### config.mk
export PLATFORM = sky130hd
export DESIGN_NAME = feedback_agc_gain_loop_unit
export DESIGN_NICKNAME = d
export VERILOG_FILES = /design/src/fagc_pkg.sv /design/src/feedback_agc_gain_loop_unit.sv /design/src/fagc_fifo.sv /design/src/fagc_front.sv /design/src/fagc_back.sv
export SDC_FILE = /design/constraint.sdc
export NUM_CORES = 2
export LEC_CHECK = 0
export CAP_MARGIN = 15
export CORE_UTILIZATION = 50
export CTS_CLUSTER_SIZE = 16
export DETAILED_ROUTE_END_ITERATION = 8
export DONT_BUFFER_PORTS = 1
export PLACE_DENSITY_LB_ADDON = 0.15
export SYNTH_ARGS = -nofsm -noshare
export SYNTH_HDL_FRONTEND = slang
export SYNTH_HIERARCHICAL = 1
export SYNTH_SLANG_ARGS = --single-unit
### constraint.sdc
create_clock -name i_clk -period 11.22 [get_ports i_clk]
set_input_delay 2.244 -clock i_clk [delete_from_list [all_inputs] [get_ports i_clk]]
set_output_delay 2.244 -clock i_clk [all_outputs]
set_load 0.005 [all_outputs]
### src/fagc_pkg.sv
// Shared types, constants and a helper function of the feedback gain loop.
package fagc_pkg;

    // Field widths
    localparam int SAMPLE_W = 16;
    localparam int GAIN_W   = 24;
    localparam int MAG_W    = 16;
    localparam int POW_W    = 32;
    localparam int LEVEL_W  = 40;
    localparam int RATE_W   = 16;
    localparam int PROD_W   = 42;
    localparam int ROOT_STEPS = 16;
    localparam int STEP_W   = $clog2(ROOT_STEPS);

    // Queue between front and back
    localparam int QDEPTH = 2;
    localparam int QPTR_W = $clog2(QDEPTH);

    // Stream data widths, padded to whole bytes
    localparam int IN_DATA_W  = 32;
    localparam int OUT_DATA_W = 64;

    // Configuration port
    localparam int CFG_IDX_W  = 3;
    localparam int CFG_DATA_W = 24;
    localparam logic [CFG_IDX_W-1:0] CFG_COMPLEX_MODE = 3'd0;
    localparam logic [CFG_IDX_W-1:0] CFG_LEVEL_GOAL   = 3'd1;
    localparam logic [CFG_IDX_W-1:0] CFG_RISE_RATE    = 3'd2;
    localparam logic [CFG_IDX_W-1:0] CFG_FALL_RATE    = 3'd3;
    localparam logic [CFG_IDX_W-1:0] CFG_GAIN_CEILING = 3'd4;

    // Reset values
    localparam logic [GAIN_W-1:0] GAIN_ONE           = 24'd65536;
    localparam logic [15:0]       TARGET_RESET       = 16'd16384;
    localparam logic [RATE_W-1:0] RATE_RESET         = 16'd655;
    localparam logic [GAIN_W-1:0] GAIN_CEILING_RESET = 24'hFFFFFF;

    typedef struct packed {
        logic              complex_mode;
        logic [15:0]       level_goal;
        logic [RATE_W-1:0] rise_rate;
        logic [RATE_W-1:0] fall_rate;
        logic [GAIN_W-1:0] gain_ceiling;
    } t_cfg;

    // One classified sample handed from front to back
    typedef struct packed {
        logic signed [SAMPLE_W-1:0] si;
        logic signed [SAMPLE_W-1:0] sq;
        logic [MAG_W-1:0]           mag;
    } t_qword;

    typedef struct packed {
        logic full;
        logic empty;
    } t_qstat;

    typedef struct packed {
        logic [SAMPLE_W-1:0] val;
        logic                clip;
    } t_sat;

    // Round half up by 2^16 and clip to 16 bits signed
    function automatic t_sat sat16(input logic signed [PROD_W-1:0] p);
        logic signed [PROD_W-1:0] s;
        logic signed [PROD_W-17:0] r;
        t_sat res;
        s = p + 42'sd32768;
        r = s[PROD_W-1:16];
        res.val  = r[SAMPLE_W-1:0];
        res.clip = 1'b0;
        if (r > 26'sd32767) begin
            res.val  = 16'h7FFF;
            res.clip = 1'b1;
        end else if (r < -26'sd32768) begin
            res.val  = 16'h8000;
            res.clip = 1'b1;
        end
        return res;
    endfunction

endpackage

### src/feedback_agc_gain_loop_unit.sv
// Top level of the feedback gain loop: config registers, front, queue, back.
//
//  channel   dir  handshake                          contents
//  s_axis    in   i_s_axis_tvalid / o_s_axis_tready  sample_i, sample_q
//  m_axis    out  o_m_axis_tvalid / i_m_axis_tready  out_i, out_q, gain_used, saturated
//  cfg       in   i_cfg_we                            register index, write data
//
// Real mode: the front passes a sample straight on; complex mode: it first squares i and q
// and takes the one-bit-per-cycle square root. It takes no new sample until the word is pushed.
// The back runs each word through the gain update chain (apply, level, compare, step multiply, clamp).
// Synchronous active-low reset sets gain to 1.0 and config to defaults.
// A two-word queue lets the front keep measuring while the back or the output stalls.
module feedback_agc_gain_loop_unit (
    input  logic                                  i_clk,
    input  logic                                  i_rst_n,
    input  logic                                  i_s_axis_tvalid,
    output logic                                  o_s_axis_tready,
    // [15:0] sample_i, [31:16] sample_q
    input  logic [fagc_pkg::IN_DATA_W-1:0]        i_s_axis_tdata,
    output logic                                  o_m_axis_tvalid,
    input  logic                                  i_m_axis_tready,
    // [15:0] out_i, [31:16] out_q, [55:32] gain_used, [56] saturated, rest zero
    output logic [fagc_pkg::OUT_DATA_W-1:0]       o_m_axis_tdata,
    input  logic                                  i_cfg_we,
    input  logic [fagc_pkg::CFG_IDX_W-1:0]        i_cfg_idx,
    input  logic [fagc_pkg::CFG_DATA_W-1:0]       i_cfg_data
);

    fagc_pkg::t_cfg   r_cfg;
    fagc_pkg::t_qword push_word, pop_word;
    fagc_pkg::t_qstat qstat;
    logic push, pop;

    // configuration registers
    always_ff @(posedge i_clk) begin
        if (!i_rst_n) begin
            r_cfg.complex_mode <= 1'b0;
            r_cfg.level_goal   <= fagc_pkg::TARGET_RESET;
            r_cfg.rise_rate    <= fagc_pkg::RATE_RESET;
            r_cfg.fall_rate    <= fagc_pkg::RATE_RESET;
            r_cfg.gain_ceiling <= fagc_pkg::GAIN_CEILING_RESET;
        end else if (i_cfg_we) begin
            case (i_cfg_idx)
                fagc_pkg::CFG_COMPLEX_MODE: r_cfg.complex_mode <= i_cfg_data[0];
                fagc_pkg::CFG_LEVEL_GOAL:   r_cfg.level_goal   <= i_cfg_data[15:0];
                fagc_pkg::CFG_RISE_RATE:    r_cfg.rise_rate    <= i_cfg_data[15:0];
                fagc_pkg::CFG_FALL_RATE:    r_cfg.fall_rate    <= i_cfg_data[15:0];
                fagc_pkg::CFG_GAIN_CEILING: r_cfg.gain_ceiling <= i_cfg_data;
                default: ;
            endcase
        end
    end

    fagc_front u_front (
        .i_clk   (i_clk),
        .i_rst_n (i_rst_n),
        .i_cfg   (r_cfg),
        .i_valid (i_s_axis_tvalid),
        .o_ready (o_s_axis_tready),
        .i_si    (i_s_axis_tdata[15:0]),
        .i_sq    (i_s_axis_tdata[31:16]),
        .o_push  (push),
        .o_word  (push_word),
        .i_qstat (qstat)
    );

    fagc_fifo u_fifo (
        .i_clk   (i_clk),
        .i_rst_n (i_rst_n),
        .i_push  (push),
        .i_word  (push_word),
        .i_pop   (pop),
        .o_word  (pop_word),
        .o_stat  (qstat)
    );

    fagc_back u_back (
        .i_clk   (i_clk),
        .i_rst_n (i_rst_n),
        .i_cfg   (r_cfg),
        .i_qstat (qstat),
        .i_word  (pop_word),
        .o_pop   (pop),
        .o_valid (o_m_axis_tvalid),
        .i_ready (i_m_axis_tready),
        .o_data  (o_m_axis_tdata)
    );

endmodule

### src/fagc_fifo.sv
// Two-entry word queue between the front and the back part.
module fagc_fifo (
    input  logic                i_clk,
    input  logic                i_rst_n,
    input  logic                i_push,
    input  fagc_pkg::t_qword    i_word,
    input  logic                i_pop,
    output fagc_pkg::t_qword    o_word,
    output fagc_pkg::t_qstat    o_stat
);

    fagc_pkg::t_qword r_mem [fagc_pkg::QDEPTH];
    logic [fagc_pkg::QPTR_W-1:0] r_wptr, r_rptr;
    logic [fagc_pkg::QPTR_W:0]   r_count;

    logic do_push, do_pop;

    assign o_stat.full  = (r_count == (fagc_pkg::QPTR_W + 1)'(fagc_pkg::QDEPTH));
    assign o_stat.empty = (r_count == '0);
    assign do_push = i_push && !o_stat.full;
    assign do_pop  = i_pop && !o_stat.empty;
    assign o_word  = r_mem[r_rptr];

    // storage, no reset needed
    always_ff @(posedge i_clk) begin
        if (do_push) begin
            r_mem[r_wptr] <= i_word;
        end
    end

    // pointers and fill count
    always_ff @(posedge i_clk) begin
        if (!i_rst_n) begin
            r_wptr  <= '0;
            r_rptr  <= '0;
            r_count <= '0;
        end else begin
            if (do_push) begin
                r_wptr <= r_wptr + 1'b1;
            end
            if (do_pop) begin
                r_rptr <= r_rptr + 1'b1;
            end
            if (do_push && !do_pop) begin
                r_count <= r_count + 1'b1;
            end else if (do_pop && !do_push) begin
                r_count <= r_count - 1'b1;
            end
        end
    end

endmodule

### src/fagc_front.sv
// Front part: accepts samples and measures their magnitude.
module fagc_front (
    input  logic                                 i_clk,
    input  logic                                 i_rst_n,
    input  fagc_pkg::t_cfg                       i_cfg,
    input  logic                                 i_valid,
    output logic                                 o_ready,
    input  logic signed [fagc_pkg::SAMPLE_W-1:0] i_si,
    input  logic signed [fagc_pkg::SAMPLE_W-1:0] i_sq,
    output logic                                 o_push,
    output fagc_pkg::t_qword                     o_word,
    input  fagc_pkg::t_qstat                     i_qstat
);

    typedef enum logic [2:0] {
        F_IDLE,
        F_SQI,
        F_SQQ,
        F_ROOT,
        F_PUSH
    } t_fstate;

    t_fstate r_state;
    logic signed [fagc_pkg::SAMPLE_W-1:0] r_si, r_sq;
    logic [fagc_pkg::POW_W-1:0]  r_pow;
    logic [fagc_pkg::POW_W-1:0]  r_acc;
    logic [fagc_pkg::MAG_W-1:0]  r_root;
    logic [fagc_pkg::STEP_W-1:0] r_k;

    logic signed [fagc_pkg::POW_W-1:0] sq_prod;
    logic signed [fagc_pkg::SAMPLE_W:0] neg_si;
    logic [fagc_pkg::MAG_W-1:0] abs_si;
    logic [fagc_pkg::POW_W+1:0] trial;
    logic [fagc_pkg::STEP_W:0]  k_up;

    assign o_ready = (r_state == F_IDLE);
    assign o_push  = (r_state == F_PUSH) && !i_qstat.full;
    assign o_word  = '{si: r_si, sq: r_sq, mag: r_root};

    // absolute value of a real sample
    assign neg_si = -{i_si[fagc_pkg::SAMPLE_W-1], i_si};
    assign abs_si = i_si[fagc_pkg::SAMPLE_W-1] ? neg_si[fagc_pkg::MAG_W-1:0]
                                                : i_si;

    // one squarer, used for i then q
    assign sq_prod = (r_state == F_SQI) ? r_si * r_si : r_sq * r_sq;

    // root digit trial: (root + 2^k)^2 = acc + root*2^(k+1) + 2^(2k)
    assign k_up  = {1'b0, r_k} + 1'b1;
    assign trial = {2'b00, r_acc}
                 + ({18'd0, r_root} << k_up)
                 + (34'd1 << {r_k, 1'b0});

    always_ff @(posedge i_clk) begin
        if (!i_rst_n) begin
            r_state <= F_IDLE;
        end else begin
            case (r_state)
                F_IDLE: begin
                    if (i_valid) begin
                        r_si   <= i_si;
                        r_sq   <= i_sq;
                        r_root <= abs_si;
                        r_state <= i_cfg.complex_mode ? F_SQI : F_PUSH;
                    end
                end
                F_SQI: begin
                    r_pow   <= sq_prod;
                    r_state <= F_SQQ;
                end
                F_SQQ: begin
                    r_pow   <= r_pow + sq_prod;
                    r_acc   <= '0;
                    r_root  <= '0;
                    r_k     <= fagc_pkg::STEP_W'(fagc_pkg::ROOT_STEPS - 1);
                    r_state <= F_ROOT;
                end
                F_ROOT: begin
                    if (trial <= {2'b00, r_pow}) begin
                        r_acc  <= trial[fagc_pkg::POW_W-1:0];
                        r_root <= r_root | (fagc_pkg::MAG_W'(1) << r_k);
                    end
                    r_k <= r_k - 1'b1;
                    if (r_k == '0) begin
                        r_state <= F_PUSH;
                    end
                end
                F_PUSH: begin
                    if (!i_qstat.full) begin
                        r_state <= F_IDLE;
                    end
                end
                default: r_state <= F_IDLE;
            endcase
        end
    end

endmodule

### src/fagc_back.sv
// Back part: applies the gain, updates it and holds the output word.
module fagc_back (
    input  logic                                 i_clk,
    input  logic                                 i_rst_n,
    input  fagc_pkg::t_cfg                       i_cfg,
    input  fagc_pkg::t_qstat                     i_qstat,
    input  fagc_pkg::t_qword                     i_word,
    output logic                                 o_pop,
    output logic                                 o_valid,
    input  logic                                 i_ready,
    output logic [fagc_pkg::OUT_DATA_W-1:0]      o_data
);

    typedef enum logic [2:0] {
        B_IDLE,
        B_MUL_I,
        B_MUL_Q,
        B_LEVEL,
        B_DIFF,
        B_PROD,
        B_UPD
    } t_bstate;

    t_bstate r_state;
    logic [fagc_pkg::GAIN_W-1:0]         r_gain;
    fagc_pkg::t_qword                    r_word;
    logic signed [fagc_pkg::PROD_W-1:0]  r_p;
    logic [fagc_pkg::SAMPLE_W-1:0]       r_oi, r_oq;
    logic                                r_clip;
    logic                                r_dec;
    logic [fagc_pkg::LEVEL_W-1:0]        r_diff;
    logic [35:0]                         r_ph, r_pl;
    logic                                r_ovalid;
    logic [fagc_pkg::OUT_DATA_W-1:0]     r_odata;

    logic signed [fagc_pkg::SAMPLE_W:0]  mul_a;
    logic signed [fagc_pkg::GAIN_W:0]    mul_b;
    logic signed [fagc_pkg::PROD_W-1:0]  prod;
    fagc_pkg::t_sat                      sat;
    logic [fagc_pkg::LEVEL_W-1:0]        level, tgt;
    logic [fagc_pkg::RATE_W-1:0]         rate;
    logic [56:0]                         step_sum;
    logic [25:0]                         delta;
    logic signed [27:0]                  new_gain;
    logic [fagc_pkg::GAIN_W-1:0]         gain_clamped;
    logic                                out_free, upd_done;

    assign out_free = !r_ovalid || i_ready;
    assign upd_done = (r_state == B_UPD) && out_free;
    assign o_pop    = !i_qstat.empty && ((r_state == B_IDLE) || upd_done);
    assign o_valid  = r_ovalid;
    assign o_data   = r_odata;

    // shared gain multiplier: i, then q, then magnitude
    always_comb begin
        case (r_state)
            B_MUL_I: mul_a = {r_word.si[fagc_pkg::SAMPLE_W-1], r_word.si};
            B_MUL_Q: mul_a = {r_word.sq[fagc_pkg::SAMPLE_W-1], r_word.sq};
            default: mul_a = {1'b0, r_word.mag};
        endcase
    end
    assign mul_b = {1'b0, r_gain};
    assign prod  = mul_a * mul_b;
    assign sat   = fagc_pkg::sat16(r_p);

    // level against target
    assign level = r_p[fagc_pkg::LEVEL_W-1:0];
    assign tgt   = {8'd0, i_cfg.level_goal, 16'd0};
    assign rate  = r_dec ? i_cfg.fall_rate : i_cfg.rise_rate;

    // gain step and clamp
    assign step_sum = ({21'd0, r_ph} << 20) + {21'd0, r_pl};
    assign delta    = step_sum[56:31];
    assign new_gain = r_dec ? $signed({4'd0, r_gain}) - $signed({2'd0, delta})
                            : $signed({4'd0, r_gain}) + $signed({2'd0, delta});
    always_comb begin
        if (new_gain < 28'sd0) begin
            gain_clamped = '0;
        end else if (new_gain > $signed({4'd0, i_cfg.gain_ceiling})) begin
            gain_clamped = i_cfg.gain_ceiling;
        end else begin
            gain_clamped = new_gain[fagc_pkg::GAIN_W-1:0];
        end
    end

    always_ff @(posedge i_clk) begin
        if (!i_rst_n) begin
            r_state  <= B_IDLE;
            r_gain   <= fagc_pkg::GAIN_ONE;
            r_ovalid <= 1'b0;
        end else begin
            // output taken and no new word loaded this cycle
            if (r_ovalid && i_ready && !upd_done) begin
                r_ovalid <= 1'b0;
            end
            case (r_state)
                B_IDLE: begin
                    if (!i_qstat.empty) begin
                        r_word  <= i_word;
                        r_state <= B_MUL_I;
                    end
                end
                B_MUL_I: begin
                    r_p     <= prod;
                    r_state <= B_MUL_Q;
                end
                B_MUL_Q: begin
                    r_oi    <= sat.val;
                    r_clip  <= sat.clip;
                    r_p     <= prod;
                    r_state <= B_LEVEL;
                end
                B_LEVEL: begin
                    if (i_cfg.complex_mode) begin
                        r_oq   <= sat.val;
                        r_clip <= r_clip | sat.clip;
                    end else begin
                        r_oq   <= '0;
                    end
                    r_p     <= prod;
                    r_state <= B_DIFF;
                end
                B_DIFF: begin
                    r_dec   <= level > tgt;
                    r_diff  <= (level > tgt) ? level - tgt : tgt - level;
                    r_state <= B_PROD;
                end
                B_PROD: begin
                    r_ph    <= rate * r_diff[fagc_pkg::LEVEL_W-1:20];
                    r_pl    <= rate * r_diff[19:0];
                    r_state <= B_UPD;
                end
                B_UPD: begin
                    if (out_free) begin
                        r_gain   <= gain_clamped;
                        r_ovalid <= 1'b1;
                        r_odata  <= {7'd0, r_clip, r_gain, r_oq, r_oi};
                        if (!i_qstat.empty) begin
                            r_word  <= i_word;
                            r_state <= B_MUL_I;
                        end else begin
                            r_state <= B_IDLE;
                        end
                    end
                end
                default: r_state <= B_IDLE;
            endcase
        end
    end

endmodule
## Word-level counts from Yosys, hierarchy flattened

Memory sizes are Yosys's and may differ from the RTL's. A register that Yosys moved wholly into a read port is not among the register bits.
Index checks and enable logic that the tools add are counted.

| storage, ports and cells | value |
|---|---|
| flip-flop bits (word level) | 517 |
| RAM bits | 96 |
| input port bits | 64 |
| memories kept | 1 |

Memory list:

| name | words | width | rd ports | clocked after Yosys merged registers in | write ports | line | text |
|---|---|---|---|---|---|---|---|
| u_fifo.r_mem | 2 | 48 | 1 | 1 | 1 | fagc_fifo.sv:12 | `fagc_pkg::t_qword r_mem [fagc_pkg::QDEPTH];` |

| cells by class | value |
|---|---|
| $add $sub $neg | 16 |
| multipliers | 5 |
| order comparisons | 6 |
| eq/ne operators | 22 |
| shifts and indexed selects | 3 |
| mux-type cells | 40 |
| bitwise operators | 2 |
| reduce and logical (&&, ||, !) cells | 50 |

Operators by type and width:

| cell | count |
|---|---|
| $pmux 32 s2 | 2 |
| $mux 48 | 2 |
| $pmux 48 s2 | 1 |
| $mul 16x20->36 | 2 |
| $mul 16x16->32 | 2 |
| $mux 16 | 4 |
| $mux 32 | 2 |
| $add 56x36->57 | 1 |
| $mux 24 | 2 |
| $pmux 16 s3 | 1 |
| $add 42x17->42 const B | 1 |
| $mul 17x25->42 | 1 |
| $gt 40x32->1 | 1 |
| $mux 40 | 1 |
| $sub 32x40->40 | 1 |
| $sub 40x32->40 | 1 |
| $add 32x34->34 | 1 |
| $add 34x34->34 | 1 |
| $le 34x32->1 | 1 |
| $mux 17 | 2 |
| $pmux 17 s2 | 1 |
| $shl 1x5->34 const A | 1 |
| $shl 16x5->34 | 1 |
| $add 32x32->32 | 1 |
| 41 further kinds | 110 |

## Logic depth before layout (Yosys ltp)

| logic depth | value |
|---|---|
| depth in word-level cells | 9 |
| mapped depth | 35 |
| gate-level depth less buffers | 34 |

## Hierarchy

The synthesis kept the hierarchy.

Modules (own cells, without submodules):

| module | instances | cells an instance | area each (µm²) | seq. area each (µm²) |
|---|---|---|---|---|
| fagc_back | 1 | 5360 | 50251.9 | 8758.4 |
| fagc_front | 1 | 3129 | 28625.0 | 3543.4 |
| fagc_fifo | 1 | 174 | 3697.3 | 2982.9 |
| feedback_agc_gain_loop_unit | 1 | 287 | 2981.6 | 1461.4 |

## Worst setup path before layout

No wires, ideal clock.

| timing path | value |
|---|---|
| kind | reg-to-reg |
| from | register u_front/r_k[0] in the netlist's numbering |
| to | register u_front/r_acc[0] in the netlist's numbering, enable pin |
| arrival | 8958 ps |
| required time | 10759 ps |
| setup slack | 1800 ps |
| stages on the path, launching flop included | 30 |
| period minus slack after synthesis | 9420 ps |
| cell sequence | edfxtp_1 -> buf_2 -> buf_1 -> inv_1 -> ha_1 -> clkbuf_1 -> buf_1 -> clkbuf_1 -> mux4_2 -> mux2i_1 -> nand2_1 -> and3_1 -> fa_1 -> ha_1 -> nand4_1 -> o21ai_0 -> a31oi_1 -> o211ai_1 -> a221o_1 -> a41oi_4 -> o21bai_1 -> xor2_1 -> ha_1 -> a21o_1 -> a21o_1 -> a2111oi_0 -> nand2_1 -> o21ai_0 -> nand2_1 -> nor3_1 |

| between the ends | value |
|---|---|
| cells in the longest elaborated chain, start to end | 7 |
| elaborated cells between the ends (all ways) | 8 |

RTL lines:

| what | line | text |
|---|---|---|
| start, declared | fagc_front.sv:28 | `logic [fagc_pkg::STEP_W-1:0] r_k;` |
| start signal, assigned | fagc_front.sv:75 | `r_k <= fagc_pkg::STEP_W'(fagc_pkg::ROOT_STEPS - 1);` |
| start signal, assigned | fagc_front.sv:83 | `r_k <= r_k - 1'b1;` |
| $add 4x1->5 | fagc_front.sv:49 | `assign k_up = {1'b0, r_k} + 1'b1;` |
| named net u_front.k_up, one bit | fagc_front.sv:34 | `logic [fagc_pkg::STEP_W:0] k_up;` |
| $shl 16x5->34 | fagc_front.sv:51 | `+ ({18'd0, r_root} << k_up)` |
| $add 32x34->34 | fagc_front.sv:51 |  |
| $add 34x34->34 | fagc_front.sv:52 | `+ (34'd1 << {r_k, 1'b0});` |
| named net u_front.trial, one bit | fagc_front.sv:33 | `logic [fagc_pkg::POW_W+1:0] trial;` |
| $le 34x32->1 | fagc_front.sv:79 | `if (trial <= {2'b00, r_pow}) begin` |
| $ne 2x1->1 (no line) | - |  |
| $reduce_and 3->1 (no line) | - |  |
| end signal, assigned | fagc_front.sv:80 | `r_acc <= trial[fagc_pkg::POW_W-1:0];` |
| end, declared | fagc_front.sv:26 | `logic [fagc_pkg::POW_W-1:0] r_acc;` |

The timed path passes the listed nets, and every way through them passes these cells.
A chain may end at the register's enable or synchronous reset.

## Final worst setup path

| timing path | value |
|---|---|
| from | register u_front/r_sq[1] in the netlist's numbering |
| to | register u_front/r_pow[23] in the netlist's numbering (data pin) |

| between the ends | value |
|---|---|
| cells in the longest elaborated chain, start to end | 4 |

RTL lines:

| what | line | text |
|---|---|---|
| start, declared | fagc_front.sv:24 | `logic signed [fagc_pkg::SAMPLE_W-1:0] r_si, r_sq;` |
| start signal, assigned | fagc_front.sv:62 | `r_sq <= i_sq;` |
| $mul 16x16->32 (*) | fagc_front.sv:46 | `assign sq_prod = (r_state == F_SQI) ? r_si * r_si : r_sq * r_sq;` |
| $mux 32 (*) | fagc_front.sv:46 |  |
| $add 32x32->32 | fagc_front.sv:72 | `r_pow <= r_pow + sq_prod;` |
| $pmux 32 s2 (*) | fagc_front.sv:58 | `case (r_state)` |
| end signal, assigned | fagc_front.sv:68 | `r_pow <= sq_prod;` |
| end signal, assigned | fagc_front.sv:72 |  |
| end, declared | fagc_front.sv:25 | `logic [fagc_pkg::POW_W-1:0] r_pow;` |

Mark *: on every way between the ends. The rest lies on a longest branch, timed or not.

==> impl_metrics.json <==
{
  "status": "complete, no violations",
  "syn_inst": 8950,
  "fp.coreArea_um2": 170000,
  "maxCapViolations": 0,
  "post-synth-top-area-cell": "fa_1",
  "final_cell_mix": "inv_1 (1765), fa_1 (1324), nand2_1 (1093), ha_1 (781), and2_1 (539)",
  "required_ps": 11660,
  "crit_fanout": 23,
  "final_util": 0.532,
  "portBuffers": 0,
  "cts_tree": "built",
  "cts_buffers": 73,
  "critPathSlowestCell": "edfxtp_1",
  "cts_buffer_depth": 3,
  "grt_pass1_wl_um": 377000,
  "hold_class": "reg2reg",
  "synth.distinct_cells": 103,
  "cts_resized": 0,
  "critPathMaxStageDelay_ps": 930,
  "cts_setup_buffers": 0,
  "synthArstFlopShare": 0,
  "clock_sinks": 594,
  "slew-limit-headroom": 0.166,
  "finalMaxSlewViolations": 0,
  "synth_top_area_frac": 0.310,
  "synth_flop_cell": "edfxtp_1",
  "fillers": 15387,
  "fmax_ghz": 0.109,
  "cp-end-kind": "register",
  "grt_max_degree": 131,
  "final_net_count": 10960,
  "finalSetupViolations": 0,
  "holdBufCountCts": 0,
  "overflow": 0,
  "drt-initial-drc-count": 3971,
  "grt_pass1_vias": 65271,
  "die_x_um": 416,
  "syn2layout_area_growth_pct": 5.55,
  "rsz0062_at_grt": "no",
  "via_per_inst": 5.57,
  "initial_core_util": 0.504,
  "rows": 151,
  "root_buffer": "clkbuf_16",
  "hpwlAfterDp_um": 188000,
  "synthTopCellsByArea": "fa_1 (31%), edfxtp_1 (17%), ha_1 (11%), inv_1 (7.7%), nand2_1 (4.8%)",
  "synth_warnings": 6,
  "final_common_cell": "inv_1",
  "netlist_area_um2": 85600,
  "postSynthAreaPerCell_um2": 9.56,
  "worst_slew_pin_slew_ps": 1240,
  "finalSetupTns_ps": 0,
  "cp_common_cell": "fa_1",
  "critPathLaunchType": "register",
  "gr-usage-all-layers": 0.284,
  "via_count": 61608,
  "path_class": "reg2reg",
  "period_share": 0.818,
  "ys_seq_area_frac": 0.196,
  "gp_congestion": 0.905,
  "synth-seq-cells": 594,
  "die_area_um2": 173000,
  "firstDrtPassIters": 6,
  "ios": 130,
  "antenna_found_initial": 4,
  "ctsHtreeMaxLevel": 3,
  "totalWireLength_um": 239000,
  "drive_gt1_frac": 0.0483,
  "wl_per_cell_um": 21.6,
  "skew_ps": 28.6,
  "synth-edff-count": 485,
  "ant_nets": 0,
  "drc": 0,
  "min_period_ps": 9180,
  "insertion_delay_ps": 710,
  "die_h_um": 416,
  "crit_arrival_ps": 9610,
  "finalHoldViolations": 0,
  "path_clk_slew_ps": 60
}
-- per-stage QoR --
stage               instance area, um^2  std cells  setup slack, ps  hold WS, ps
floorplan                         85600       8956             1800          400
global placement                  87900      10933             2180          403
detailed placement                87900      10933             2120          405
CTS                               90300      11065             2080          419
global route                      90300      11066             1470          423
finish                            90300      11070             2040          410
-- critical path: cells and delay by family, from the launching register on --
kind                     cells  cell delay (ps)
adder cells (fa/ha/maj)      8             3760
AO/OA/AOI/OAI               14             3040
XOR/XNOR                     2              510
AND/OR/NAND/NOR              2              510
buffers and inverters        3              150
flip-flops                   1              930
-- cell families after synthesis --
| family | after synthesis | share of synthesized area |
|---|---|---|
| XOR/XNOR | 335 | 0.0343 |
| other | 1 | 0.0000438 |
| AO/OA/AOI/OAI | 1104 | 0.0847 |
| AND/OR/NAND/NOR | 2480 | 0.140 |
| buffers and inverters | 2129 | 0.0950 |
| flip-flops | 594 | 0.196 |
| adder cells (fa/ha/maj) | 2105 | 0.424 |
| multiplexers | 202 | 0.0259 |
-- routing by layer --
layer	GRT usage	part of all wire
met1	0.366	0.41
met2	0.487	0.49
met3	0.0389	0.052
met4	0.102	0.040
met5	0	0.00014
-- final timing paths --
kind | depth (start not counted) | from | slack, ps | end
worst max register to register | 29 | u_front/r_sq[1] | 2040 | u_front/r_pow[23]
worst max-delay path | 29 | u_front/r_sq[1] | 2040 | u_front/r_pow[23]
worst min register to register | 0 | u_back/r_oi[2] | 410 | u_back/o_data[2]
worst min-delay path | 0 | u_back/r_oi[2] | 410 | u_back/o_data[2]
-- flip-flops by register name (all words and copies together) (netlist names), 3 cells and up, named ones only --
| name | count |
|---|---|
| r_cfg | 73 |
| u_back/o_data | 57 |
| u_back/r_diff | 40 |
| u_back/r_gain | 24 |
| u_back/r_oi | 16 |
| u_back/r_oq | 16 |
| u_back/r_p | 42 |
| u_back/r_ph | 36 |
| u_back/r_pl | 16 |
| u_back/r_state | 3 |
| u_back/r_word | 48 |
| u_fifo/r_mem | 96 |
| u_front/r_acc | 32 |
| u_front/r_k | 4 |
| u_front/r_pow | 32 |
| u_front/r_root | 16 |
| u_front/r_si | 16 |
| u_front/r_sq | 16 |
| u_front/r_state | 3 |
-- cell usage after synthesis (35+ instances only) --
| library cell | number |
|---|---|
| inv_1 | 1766 |
| fa_1 | 1324 |
| nand2_1 | 1093 |
| ha_1 | 781 |
| and2_1 | 539 |
| edfxtp_1 | 485 |
| nor2_1 | 309 |
| clkbuf_1 | 307 |
| a21oi_1 | 278 |
| xnor2_1 | 222 |
| o21ai_0 | 204 |
| a21o_1 | 175 |
| xor2_1 | 113 |
| dfxtp_1 | 109 |
| nor2b_1 | 109 |
| mux2i_1 | 103 |
| mux2_2 | 90 |
| nand3_1 | 78 |
| nor3_1 | 71 |
| nand4_1 | 61 |
| and3_1 | 51 |
| nand2b_1 | 49 |
| o211ai_1 | 42 |
| a211oi_1 | 41 |
| a31oi_1 | 40 |
| o21a_1 | 39 |
| o21bai_1 | 35 |
-- final cells by class --
cell class | instances | area [um^2] | area share
Clock buffer | 94 | 2040 | 0.0226
Clock inverter | 38 | 350 | 0.00388
Multi-Input combinational cell | 6233 | 60800 | 0.674
Timing Repair Buffer | 120 | 898 | 0.00995
Antenna cell | 4 | 10.0 | 0.000111
Sequential cell | 594 | 16700 | 0.185
Inverter | 1769 | 6640 | 0.0735
Tap cell | 2218 | 2780 | 0.0307
Power is left out: the tool's default activity adds up to more than one toggle a clock period on the data nets, which glitch-free logic cannot reach.
